<file path="config.mk">
export PLATFORM = sky130hd
export DESIGN_NAME = rgb_to_hsv_8bit_flat
export DESIGN_NICKNAME = d
export VERILOG_FILES = /design/src/rtl/rhsv_pkg.sv /design/src/rtl/rhsv_if.sv /design/src/rtl/rhsv_prep.sv /design/src/rtl/rhsv_divider.sv /design/src/rtl/rgb_to_hsv_8bit.sv /design/src/flat_wrapper.sv
export SDC_FILE = /design/constraint.sdc
export NUM_CORES = 1
export LEC_CHECK = 0
export ABC_CLOCK_PERIOD_IN_PS = 8550
export BUFFER_PORTS_ARGS = -buffer_cell sky130_fd_sc_hd__clkbuf_2
export CORE_MARGIN = 4
export CORE_UTILIZATION = 50
export DETAILED_ROUTE_END_ITERATION = 8
export PLACE_DENSITY = 0.66
export SLEW_MARGIN = 20
export SYNTH_ARGS = -nofsm -noshare
export SYNTH_HDL_FRONTEND = slang
export SYNTH_SLANG_ARGS = --single-unit
export TNS_END_PERCENT = 100
</file>
<file path="constraint.sdc">
create_clock -name clk -period 8.55 [get_ports clk]
set_input_delay 0.4275 -clock clk [delete_from_list [all_inputs] [get_ports clk]]
set_output_delay 0.4275 -clock clk [all_outputs]
set_load 0.02 [all_outputs]
</file>
<file path="src/rtl/rhsv_pkg.sv">
`timescale 1ns / 1ps
// rhsv_pkg: shared types, constants and helpers for the RGB to HSV pipeline.
// No dependencies.
package rhsv_pkg;

  localparam int CH_W          = 8;
  localparam int SAT_NUM_W     = 16;
  localparam int HUE_NUM_W     = 14;
  localparam int QUO_W         = 8;
  localparam int DIV_STEPS     = 2;
  localparam int PREP_STAGES   = 2;

  localparam logic [CH_W-1:0] HUE_SCALE  = 8'd43;
  localparam logic [CH_W-1:0] BASE_RED   = 8'd0;
  localparam logic [CH_W-1:0] BASE_GREEN = 8'd85;
  localparam logic [CH_W-1:0] BASE_BLUE  = 8'd171;

  typedef enum logic [1:0] {
    SEL_RED,
    SEL_GREEN,
    SEL_BLUE
  } sel_t;

  typedef struct packed {
    logic [CH_W-1:0] bright;
    sel_t            sel;
    logic            neg;
    logic            gray;
  } side_t;

  function automatic logic [CH_W-1:0] hue_base(input sel_t sel);
    logic [CH_W-1:0] b;
    unique case (sel)
      SEL_RED:   b = BASE_RED;
      SEL_GREEN: b = BASE_GREEN;
      SEL_BLUE:  b = BASE_BLUE;
      default:   b = BASE_RED;
    endcase
    return b;
  endfunction

endpackage

</file>
<file path="src/rtl/rhsv_if.sv">
`timescale 1ns / 1ps
// rhsv_if: valid/ready stream interfaces for RGB pixels in and HSV pixels out.
// Depends on rhsv_pkg.
interface rhsv_rgb_if;
  logic                   valid;
  logic                   ready;
  logic [rhsv_pkg::CH_W-1:0] red;
  logic [rhsv_pkg::CH_W-1:0] green;
  logic [rhsv_pkg::CH_W-1:0] blue;

  modport source (output valid, output red, output green, output blue, input ready);
  modport sink   (input valid, input red, input green, input blue, output ready);
endinterface

interface rhsv_hsv_if;
  logic                   valid;
  logic                   ready;
  logic [rhsv_pkg::CH_W-1:0] hue;
  logic [rhsv_pkg::CH_W-1:0] saturation;
  logic [rhsv_pkg::CH_W-1:0] brightness;

  modport source (output valid, output hue, output saturation, output brightness,
                  input ready);
  modport sink   (input valid, input hue, input saturation, input brightness,
                  output ready);
endinterface

</file>
<file path="src/rtl/rhsv_prep.sv">
`timescale 1ns / 1ps
// rhsv_prep: two register stages: max/min, sector and difference, then the
// dividend products for saturation and hue. Depends on rhsv_pkg.
module rhsv_prep (
  input  logic                            clk,
  input  logic                            en,
  input  logic [rhsv_pkg::CH_W-1:0]       red,
  input  logic [rhsv_pkg::CH_W-1:0]       green,
  input  logic [rhsv_pkg::CH_W-1:0]       blue,
  output logic [rhsv_pkg::SAT_NUM_W-1:0]  num_sat,
  output logic [rhsv_pkg::HUE_NUM_W-1:0]  num_hue,
  output logic [rhsv_pkg::CH_W-1:0]       span,
  output rhsv_pkg::side_t                 side
);
  import rhsv_pkg::*;

  logic [CH_W-1:0] hi, lo, opa, opb;
  sel_t            sel;

  logic [CH_W-1:0] a_span, a_dabs;
  side_t           a_side;

  always_comb begin
    hi = red;
    if (green > hi) hi = green;
    if (blue > hi) hi = blue;
    lo = red;
    if (green < lo) lo = green;
    if (blue < lo) lo = blue;
    priority if (hi == red) begin
      sel = SEL_RED;
      opa = green;
      opb = blue;
    end else if (hi == green) begin
      sel = SEL_GREEN;
      opa = blue;
      opb = red;
    end else begin
      sel = SEL_BLUE;
      opa = red;
      opb = green;
    end
  end

  always_ff @(posedge clk) begin
    if (en) begin
      a_span        <= hi - lo;
      a_dabs        <= (opa < opb) ? (opb - opa) : (opa - opb);
      a_side.bright <= hi;
      a_side.sel    <= sel;
      a_side.neg    <= opa < opb;
      a_side.gray   <= hi == lo;
    end
  end

  // 255 * span = (span << 8) - span
  always_ff @(posedge clk) begin
    if (en) begin
      num_sat <= {a_span, {CH_W{1'b0}}} - {{CH_W{1'b0}}, a_span};
      num_hue <= HUE_NUM_W'(a_dabs) * HUE_NUM_W'(HUE_SCALE);
      span    <= a_span;
      side    <= a_side;
    end
  end

endmodule

</file>
<file path="src/rtl/rhsv_divider.sv">
`timescale 1ns / 1ps
// rhsv_divider: pipelined restoring divider, SPS quotient bits per stage.
// Requires num < den * 2**QW. Depends on nothing.
module rhsv_divider #(
  parameter int NW  = 16,
  parameter int DW  = 8,
  parameter int QW  = 8,
  parameter int SPS = 2
) (
  input  logic          clk,
  input  logic          en,
  input  logic [NW-1:0] num,
  input  logic [DW-1:0] den,
  output logic [QW-1:0] quo
);
  localparam int NS = QW / SPS;

  logic [DW-1:0] rem_r [NS];
  logic [QW-1:0] low_r [NS];
  logic [DW-1:0] den_r [NS];
  logic [QW-1:0] quo_r [NS];

  for (genvar s = 0; s < NS; s++) begin : g_stage
    logic [DW-1:0] r_in, r_nx, d_in;
    logic [QW-1:0] l_in, l_nx, q_in, q_nx;
    logic [DW:0]   trial;

    if (s == 0) begin : g_first
      assign r_in = DW'(num >> QW);
      assign l_in = num[QW-1:0];
      assign d_in = den;
      assign q_in = '0;
    end else begin : g_next
      assign r_in = rem_r[s-1];
      assign l_in = low_r[s-1];
      assign d_in = den_r[s-1];
      assign q_in = quo_r[s-1];
    end

    always_comb begin
      r_nx  = r_in;
      l_nx  = l_in;
      q_nx  = q_in;
      trial = '0;
      for (int k = 0; k < SPS; k++) begin
        trial = {r_nx, l_nx[QW-1]};
        l_nx  = {l_nx[QW-2:0], 1'b0};
        if (trial >= {1'b0, d_in}) begin
          r_nx = DW'(trial - {1'b0, d_in});
          q_nx = {q_nx[QW-2:0], 1'b1};
        end else begin
          r_nx = trial[DW-1:0];
          q_nx = {q_nx[QW-2:0], 1'b0};
        end
      end
    end

    always_ff @(posedge clk) begin
      if (en) begin
        rem_r[s] <= r_nx;
        low_r[s] <= l_nx;
        den_r[s] <= d_in;
        quo_r[s] <= q_nx;
      end
    end
  end

  assign quo = quo_r[NS-1];

endmodule

</file>
<file path="src/rtl/rgb_to_hsv_8bit.sv">
`timescale 1ns / 1ps
// rgb_to_hsv_8bit: 8-bit RGB to HSV converter, one pixel per cycle.
// Pipeline: two prep stages, the divider stages and one output register.
// Throughput: one transaction per clock unless stalled by pix_out.ready.
// Backpressure from pix_out.ready holds the whole pipeline in place.
// Reset (rst, synchronous) clears all valid bits; data registers are not reset.
// Depends on rhsv_pkg, rhsv_if, rhsv_prep, rhsv_divider.
module rgb_to_hsv_8bit #(
  parameter int STEPS_PER_STAGE = rhsv_pkg::DIV_STEPS
) (
  input  logic       clk,
  input  logic       rst,
  rhsv_rgb_if.sink   pix_in,
  rhsv_hsv_if.source pix_out
);
  import rhsv_pkg::*;

  localparam int NS     = QUO_W / STEPS_PER_STAGE;
  localparam int PIPE_D = PREP_STAGES + NS;

  logic                 adv;
  logic [PIPE_D-1:0]    vld;
  logic [SAT_NUM_W-1:0] num_sat;
  logic [HUE_NUM_W-1:0] num_hue;
  logic [CH_W-1:0]      span;
  side_t                side;
  side_t                side_d [NS];
  logic [QUO_W-1:0]     q_sat, q_hue;
  logic [CH_W-1:0]      offs;

  logic            out_valid;
  logic [CH_W-1:0] out_hue, out_sat, out_bright;

  assign adv          = !out_valid || pix_out.ready;
  assign pix_in.ready = adv;

  rhsv_prep u_prep (
    .clk     (clk),
    .en      (adv),
    .red     (pix_in.red),
    .green   (pix_in.green),
    .blue    (pix_in.blue),
    .num_sat (num_sat),
    .num_hue (num_hue),
    .span    (span),
    .side    (side)
  );

  rhsv_divider #(
    .NW  (SAT_NUM_W),
    .DW  (CH_W),
    .QW  (QUO_W),
    .SPS (STEPS_PER_STAGE)
  ) u_div_sat (
    .clk (clk),
    .en  (adv),
    .num (num_sat),
    .den (side.bright),
    .quo (q_sat)
  );

  rhsv_divider #(
    .NW  (HUE_NUM_W),
    .DW  (CH_W),
    .QW  (QUO_W),
    .SPS (STEPS_PER_STAGE)
  ) u_div_hue (
    .clk (clk),
    .en  (adv),
    .num (num_hue),
    .den (span),
    .quo (q_hue)
  );

  always_ff @(posedge clk) begin
    if (rst) begin
      vld <= '0;
    end else if (adv) begin
      vld <= {vld[PIPE_D-2:0], pix_in.valid};
    end
  end

  always_ff @(posedge clk) begin
    if (adv) begin
      side_d[0] <= side;
      for (int i = 1; i < NS; i++) side_d[i] <= side_d[i-1];
    end
  end

  // truncation toward zero: negate the magnitude quotient
  assign offs = side_d[NS-1].neg ? CH_W'(-q_hue) : CH_W'(q_hue);

  always_ff @(posedge clk) begin
    if (rst) begin
      out_valid <= 1'b0;
    end else if (adv) begin
      out_valid <= vld[PIPE_D-1];
    end
  end

  always_ff @(posedge clk) begin
    if (adv) begin
      out_bright <= side_d[NS-1].bright;
      out_sat    <= (side_d[NS-1].bright == '0) ? '0 : CH_W'(q_sat);
      out_hue    <= side_d[NS-1].gray ? '0 : CH_W'(hue_base(side_d[NS-1].sel) + offs);
    end
  end

  assign pix_out.valid      = out_valid;
  assign pix_out.hue        = out_hue;
  assign pix_out.saturation = out_sat;
  assign pix_out.brightness = out_bright;

  a_black: assert property (@(posedge clk) disable iff (rst)
    pix_out.valid && pix_out.brightness == '0 |-> pix_out.hue == '0 && pix_out.saturation == '0)
    else $error("black pixel with nonzero hue or saturation");

  a_gray: assert property (@(posedge clk) disable iff (rst)
    pix_out.valid && pix_out.saturation == '0 |-> pix_out.hue == '0)
    else $error("zero saturation with nonzero hue");

  a_sat_bound: assert property (@(posedge clk) disable iff (rst)
    pix_out.valid && pix_out.brightness != '0 && pix_out.hue != '0 |-> pix_out.saturation != '0)
    else $error("colored pixel with zero saturation");

  a_reset: assert property (@(posedge clk) rst |=> !pix_out.valid)
    else $error("output valid after reset");

endmodule
</file>
<file path="src/flat_wrapper.sv">
// flat-port wrapper written by rule: the top's interface ports become plain ports
module rgb_to_hsv_8bit_flat import rhsv_pkg::*;
#(
  parameter int STEPS_PER_STAGE = rhsv_pkg::DIV_STEPS
)
  (clk, rst, pix_in_valid, pix_in_red, pix_in_green, pix_in_blue, pix_in_ready, pix_out_valid, pix_out_hue, pix_out_saturation, pix_out_brightness, pix_out_ready);
  rhsv_rgb_if pix_in_i ();
  rhsv_hsv_if pix_out_i ();
  input  logic clk;
  input  logic rst;
  input wire logic [$bits(pix_in_i.valid)-1:0] pix_in_valid;
  input wire logic [$bits(pix_in_i.red)-1:0] pix_in_red;
  input wire logic [$bits(pix_in_i.green)-1:0] pix_in_green;
  input wire logic [$bits(pix_in_i.blue)-1:0] pix_in_blue;
  output wire logic [$bits(pix_in_i.ready)-1:0] pix_in_ready;
  output wire logic [$bits(pix_out_i.valid)-1:0] pix_out_valid;
  output wire logic [$bits(pix_out_i.hue)-1:0] pix_out_hue;
  output wire logic [$bits(pix_out_i.saturation)-1:0] pix_out_saturation;
  output wire logic [$bits(pix_out_i.brightness)-1:0] pix_out_brightness;
  input wire logic [$bits(pix_out_i.ready)-1:0] pix_out_ready;
  assign pix_in_i.valid = pix_in_valid;
  assign pix_in_i.red = pix_in_red;
  assign pix_in_i.green = pix_in_green;
  assign pix_in_i.blue = pix_in_blue;
  assign pix_in_ready = pix_in_i.ready;
  assign pix_out_valid = pix_out_i.valid;
  assign pix_out_hue = pix_out_i.hue;
  assign pix_out_saturation = pix_out_i.saturation;
  assign pix_out_brightness = pix_out_i.brightness;
  assign pix_out_i.ready = pix_out_ready;
  rgb_to_hsv_8bit #(.STEPS_PER_STAGE(STEPS_PER_STAGE)) u_core (.clk(clk), .rst(rst), .pix_in(pix_in_i), .pix_out(pix_out_i));
endmodule
</file>
# ---- Yosys cells after proc, flatten, opt, wreduce, memory -nomap -nowiden
# Memories as Yosys holds them, arrays and structs flattened. A register that Yosys moved wholly into a read port is not among the register bits.
# Cells that the tools add are included.
dict set report totals {
  regBits 101
  word_cells 125
  ramBits 288
  in_bits 28
  mem_count 9
  out_inout_bits 26
}
# memory words width rd rd_clocked_by_memory_dff wr line_no
set memory_table {}
lappend memory_table {u_core.side_d 4 12 4 0 4 rgb_to_hsv_8bit.sv:27} ;# side_t side_d [NS];
lappend memory_table {u_core.u_div_hue.den_r 4 8 3 0 4 rhsv_divider.sv:20} ;# logic [DW-1:0] den_r [NS];
lappend memory_table {u_core.u_div_hue.quo_r 4 8 4 0 4 rhsv_divider.sv:21} ;# logic [QW-1:0] quo_r [NS];
lappend memory_table {u_core.u_div_hue.rem_r 4 8 3 0 4 rhsv_divider.sv:18} ;# logic [DW-1:0] rem_r [NS];
lappend memory_table {u_core.u_div_sat.den_r 4 8 3 0 4 rhsv_divider.sv:20}
lappend memory_table {u_core.u_div_sat.quo_r 4 8 4 1 4 rhsv_divider.sv:21}
lappend memory_table {{3 more memories} - - - - - -}
dict set report op_classes {
  magnitude_cmp 21
  n_addsub 22
  reduce_logical 3
  mul 1
  mux 47
  eq_ne 5
}
# cell n
set ops {}
lappend ops {{$mux W8} 27}
lappend ops {{$sub A8 B8 Y8} 18}
lappend ops {{$ge A9 B8 Y1} 15}
lappend ops {{$eq A8 B8 Y1} 3}
lappend ops {{$lt A8 B8 Y1} 3}
lappend ops {{$mux W1} 18}
lappend ops {{$gt A8 B8 Y1} 2}
lappend ops {{$pmux W8 S2} 1}
lappend ops {{$sub A16 B8 Y16} 1}
lappend ops {{$mul A8 B6 Y14 const B} 1}
lappend ops {{$add A8 B8 Y8} 1}
lappend ops {{$ge A7 B8 Y1} 1}
lappend ops {{$logic_not A8 Y1} 1}
lappend ops {{$neg A8 Y8} 1}
lappend ops {{$sub A7 B8 Y8} 1}
lappend ops {{$eq A2 B1 Y1 const B} 1}
lappend ops {{$eq A2 B2 Y1 const B} 1}
lappend ops {{$mux W2} 1}
lappend ops {{$logic_not A1 Y1} 1}
lappend ops {{$logic_or A1 B1 Y1} 1}

# ---- Depth between registers and ports, before layout
dict set report depth {
  word_depth 9
  depth_mapped 33
  mapped_depth_nobuf 28
}

# ---- Modules after synthesis
# A second synthesis with hierarchy kept.
dict set report unflattened {
  cells_unflattened 1829
  area_unflattened_um2 20651.1
}
# module instances area_per_inst_um2 cells_each seq_area_each_um2
set modules_own_cells {}
lappend modules_own_cells {rhsv_prep 1 6158.4 619 2312.2}
lappend modules_own_cells {{rhsv_divider (u_core.u_div_hue)} 1 5758.0 517 2402.3}
lappend modules_own_cells {{rhsv_divider (u_core.u_div_sat)} 1 5728.0 507 2402.3}
lappend modules_own_cells {rgb_to_hsv_8bit 1 3006.6 186 2302.2}

# ---- Least setup slack after synthesis
# OpenSTA, ideal clock, no wires.
dict set report synth_path {
  kind {reg-to-reg}
  start {reg u_core.out_valid (netlist: u_core.pix_out.valid)}
  end {reg u_core.out_bright[0] (netlist: u_core.pix_out.brightness[0]) (read register of u_core.side_d) (enable)}
  required_time_ns 7.909
  arrival_time_ns 6.294
  slack_ns 1.614
  path_buffers 1
  setup_ns 0.641
  path_stages_with_launch 4
  period_less_slack_ns 6.936
  cell_sequence {dfxtp_1 -> nor2b_1 -> clkbuf_1 -> inv_1}
}
dict set report synth_between {
  elab_chain_len 2
}
# item line_no
set synth_rtl {}
lappend synth_rtl {{start: declaration} rgb_to_hsv_8bit.sv:31} ;# logic out_valid;
lappend synth_rtl {{start signal: assignment} rgb_to_hsv_8bit.sv:97} ;# out_valid <= vld[PIPE_D-1];
lappend synth_rtl {{$logic_not A1 Y1} rgb_to_hsv_8bit.sv:34} ;# assign adv = !out_valid || pix_out.ready;
lappend synth_rtl {{$logic_or A1 B1 Y1} rgb_to_hsv_8bit.sv:34}
lappend synth_rtl {{net pix_in_ready} flat_wrapper.sv:15} ;# output wire logic [$bits(pix_in_i.ready)-1:0] pix_in_ready;
lappend synth_rtl {{end: declaration} rgb_to_hsv_8bit.sv:32} ;# logic [CH_W-1:0] out_hue, out_sat, out_bright;
# The timed path passes the listed nets, and every way through them passes these cells.
# A chain may end at the register's enable or synchronous reset.

# ---- Final worst setup path
dict set report layout_path {
  start {in pix_in_red[7]}
  end {reg u_core.u_prep.a_dabs[6] (data pin)}
}
dict set report layout_between {
  elab_chain_len 9
  elab_cells_between_ends 14
  classes_between {add/sub (2); order compare (3); eq/ne (2); mux (7)}
}
# item line_no
set layout_rtl {}
lappend layout_rtl {{start: declaration} flat_wrapper.sv:12} ;# input wire logic [$bits(pix_in_i.red)-1:0] pix_in_red;
lappend layout_rtl {{$gt A8 B8 Y1} rhsv_prep.sv:25} ;# if (green > hi) hi = green;
lappend layout_rtl {{$mux W8} rhsv_prep.sv:25}
lappend layout_rtl {{$gt A8 B8 Y1} rhsv_prep.sv:26} ;# if (blue > hi) hi = blue;
lappend layout_rtl {{$mux W8} rhsv_prep.sv:26}
lappend layout_rtl {{$eq A8 B8 Y1} rhsv_prep.sv:34} ;# end else if (hi == green) begin
lappend layout_rtl {{$mux W8} rhsv_prep.sv:34}
lappend layout_rtl {{$mux W8} rhsv_prep.sv:30} ;# priority if (hi == red) begin
lappend layout_rtl {{$sub A8 B8 Y8 / $lt A8 B8 Y1 (equally long branches)} rhsv_prep.sv:48} ;# a_dabs <= (opa < opb) ? (opb - opa) : (opa - opb);
lappend layout_rtl {{$mux W8 (*)} rhsv_prep.sv:48}
lappend layout_rtl {{end signal: assignment} rhsv_prep.sv:48}
lappend layout_rtl {{end: declaration} rhsv_prep.sv:20} ;# logic [CH_W-1:0] a_span, a_dabs;
# Mark *: on every way between the ends. The rest lies on a longest branch, timed or not.

==> results.yml <==
cts:
  clock-sinks: 289
  cts.repair.resized: 0
  path_clk_slew_ns: 0.06
  ctsRootBufferMaster: "clkbuf_16"
  holdBufCountCts: 0
  numCtsBuffers: 31
  insertion_delay_ns: 0.57
  h-tree-depth: 1
  clockBufferDepth: 3
  post_cts_buffers: 0
  cts_tree: "done"
min_path:
  hp-class: "input port to flip-flop"
worst_setup_path:
  cp-start-kind: "input port"
  required_ns: 8.86
  crit_type: "input port to flip-flop"
  path_max_fanout: 27
  setup.worst_path.end_class: "flip-flop"
  worstPathArrival_ns: 7.28
drt:
  wirelength_mm: 33.9
  wl_per_cell_um: 15.0
  drtAntennaViolNets: 0
  dr_total_vias: 11900
  first_iter_violations: 512
  drc: 0
  dr.pass1.iters: 5
  vias_per_cell: 5.26
global_route:
  grt_antenna_before_repair: 0
  grt_pass1_vias: 12200
  grt_usage_pct: 16.7
  grt_pass1_wl_mm: 57.6
  grt_max_degree: 186
  grt_overflow_total: 0
yosys:
  synth-edff-count: 282
  ys_seq_elements: 289
  ys_types: 59
  syn_nets: 1946
  postSynthAreaPerCell_um2: 11.3
  synthCells: 1674
  yosys_warnings: 0
  async_flop_share_pct: 0
  netlist_area_mm2: 0.0189
  yosysSeqAreaShare_pct: 45.5
  ys.flop_type: "edfxtp_1"
sta:
  finalHoldViolCount: 0
  min_period_ns: 6.97
  worst_pin_slew_ns: 0.956
  setup_viol: 0
  max_slew_margin_pct: 36.2
  clock.fmax_mhz: 143
  fin_crit_sh_pct: 81.5
  rsz0062_at_grt: "no"
  maxSlewViolCount: 0
  finalClockSkew_ns: 0.00740
  fin_setup_tns_ns: 0
cells_and_area:
  num-fill-cells: 3217
  num_antenna_cells: 0
  final_net_count: 2000
  seq_area_mm2: 0.00861
  layout-drive-gt1-share_pct: 12.7
  multi_input_area_mm2: 0.00932
  syn_to_final_growth_pct: 9.90
die:
  start_util_pct: 50.5
  num_rows: 71
  dieWidth_um: 203
  fp.coreArea_mm2: 0.0375
  die_y_um: 203
  pin_count: 54
  die-area_mm2: 0.0410
run_status:
  outcome: "completed"
placed_design:
  gp_congestion: 0.891
  port_buffers: 53
  dp_hpwl_mm: 26.0
job:
  drv_cap: 0
synthesized netlist by cell type, drive strengths merged (9+ instances only):
master,instances,area [µm²]
or2,14,87.6
o21a,13,97.6
mux2,91,1020
buf,9,45.1
mux2i,41,410
and2,11,68.8
a21boi,18,135
clkbuf,28,105
inv,227,852
o21bai,17,128
a21o,28,210
nor2b,27,169
edfxtp,282,8470
nand4,28,175
nor2,98,368
fa,27,541
and3,14,87.6
o21ai,92,490
xor2,34,298
nand2,81,304
nand2b,12,75.1
ha,217,2720
a21oi,95,483
xnor2,80,701
cell families (layout without fill, tap and decap cells):
kind of cell | count (synthesis) | count (layout) | synth area share (%)
AND/OR/NAND/NOR | 319 | 319 | 8.27
AO/OA/AOI/OAI | 312 | 312 | 10.9
flip-flops | 289 | 289 | 45.5
buffers and inverters | 264 | 341 | 5.29
adder cells (fa/ha/maj) | 244 | 244 | 17.2
multiplexers | 132 | 132 | 7.58
XOR/XNOR | 114 | 114 | 5.27
registers in the layout, indices dropped and copies added (netlist names), 10 cells and up:
signal and cells:
u_core.side_d 40, u_core.u_div_hue.rem_r 24, u_core.u_div_sat.rem_r 24, u_core.u_div_hue.den_r 23, u_core.u_div_hue.quo_r 20, u_core.u_div_sat.quo_r 20
u_core.u_prep.num_sat 16, u_core.u_prep.num_hue 14, u_core.u_div_hue.low_r 12, u_core.u_prep.a_side 12, u_core.u_prep.side 12, u_core.u_div_sat.low_r 10
critical path, stage by stage:
cell      delay [ns]
clkbuf_2        0.16
inv_1           0.07
ha_1            0.31
nand4_1         0.18
o21ai_0         0.29
and2_1          0.57
mux2i_1         0.36
ha_1            0.30
nand4_1         0.15
nor2_1          0.09
a21oi_1         0.38
or2_1           0.40
o311ai_2        0.17
a211oi_4        0.45
buf_4           0.34
nand2_1         0.09
o21a_1          0.13
ha_1            0.37
a21o_1          0.23
a211oi_1        0.24
o21ai_0         0.12
o211ai_1        0.31
buf_4           0.27
mux2i_1         0.21
o21ai_0         0.16
a21boi_0        0.20
o21ai_0         0.12
xor2_1          0.15
path summary, 6_finish.rpt:
path,from,end,slack (ns),depth (start not counted)
max reg2reg,u_core.u_div_hue.den_r[0][1]$_DFFE_PP_,u_core.u_div_hue.rem_r[1][5]$_DFFE_PP_,3.14,21
min,pix_in_valid,u_core.vld[0]$_SDFFE_PP0P_,0.09,3
max,pix_in_red[7],u_core.u_prep.a_dabs[6]$_DFFE_PP_,1.58,28
min reg2reg,u_core.u_div_sat.quo_r[1][0]$_DFFE_PP_,u_core.u_div_sat.quo_r[2][2]$_DFFE_PP_,0.41,0
routing by layer:
metal	global-route usage (%)	wire, µm	up-vias
met4	5.02	895	0
met5	0	0	-
met1	20.4	14800	5580
met3	1.98	1040	69
li1	-	-	6084
met2	31.1	17100	176
metrics by stage:
step	cell area (µm²)	setup slack (ns)	util [%]	hold slack (ns)	std cells
floorplan	18900	1.61	-	0.400	1674
global placement	19700	1.25	52.6	0.400	2205
detailed placement	19700	1.05	52.6	0.405	2205
CTS	20800	1.61	55.5	0.0593	2261
global route	20800	0.878	55.5	0.0828	2262
finish	20800	1.58	55.5	0.0867	2262
cell usage in the layout (no fill, tap or decap), types with 6 or more instances in the layout:
master / instances
a21boi_0: 6
a21boi_1: 12
a21o_1: 28
a21oi_1: 93
a31oi_1: 7
and2_1: 11
and3_1: 14
and4_1: 6
bufinv_16: 6
clkbuf_1: 7
clkbuf_16: 31
clkbuf_2: 53
dfxtp_1: 7
edfxtp_1: 282
fa_1: 27
ha_1: 217
inv_1: 226
mux2_1: 7
mux2_2: 84
mux2i_1: 41
nand2_1: 81
nand2b_1: 12
nand3_1: 6
nand4_1: 28
nor2_1: 98
nor2b_1: 27
nor3_1: 7
o211ai_1: 7
o21a_1: 13
o21ai_0: 80
o21ai_2: 9
o21bai_1: 17
or2_2: 12
xnor2_1: 80
xor2_1: 34
layout make-up:
cell class | count | area share (%)
Inverter | 227 | 4.13
Clock buffer | 38 | 3.86
Clock inverter | 18 | 1.23
Tap cell | 511 | 3.07
Sequential cell | 289 | 41.4
Timing Repair Buffer | 58 | 1.52
Multi-Input combinational cell | 1121 | 44.8
Power is left out: the tool's default activity adds up to more than one toggle a clock period on the data nets, which glitch-free logic cannot reach.
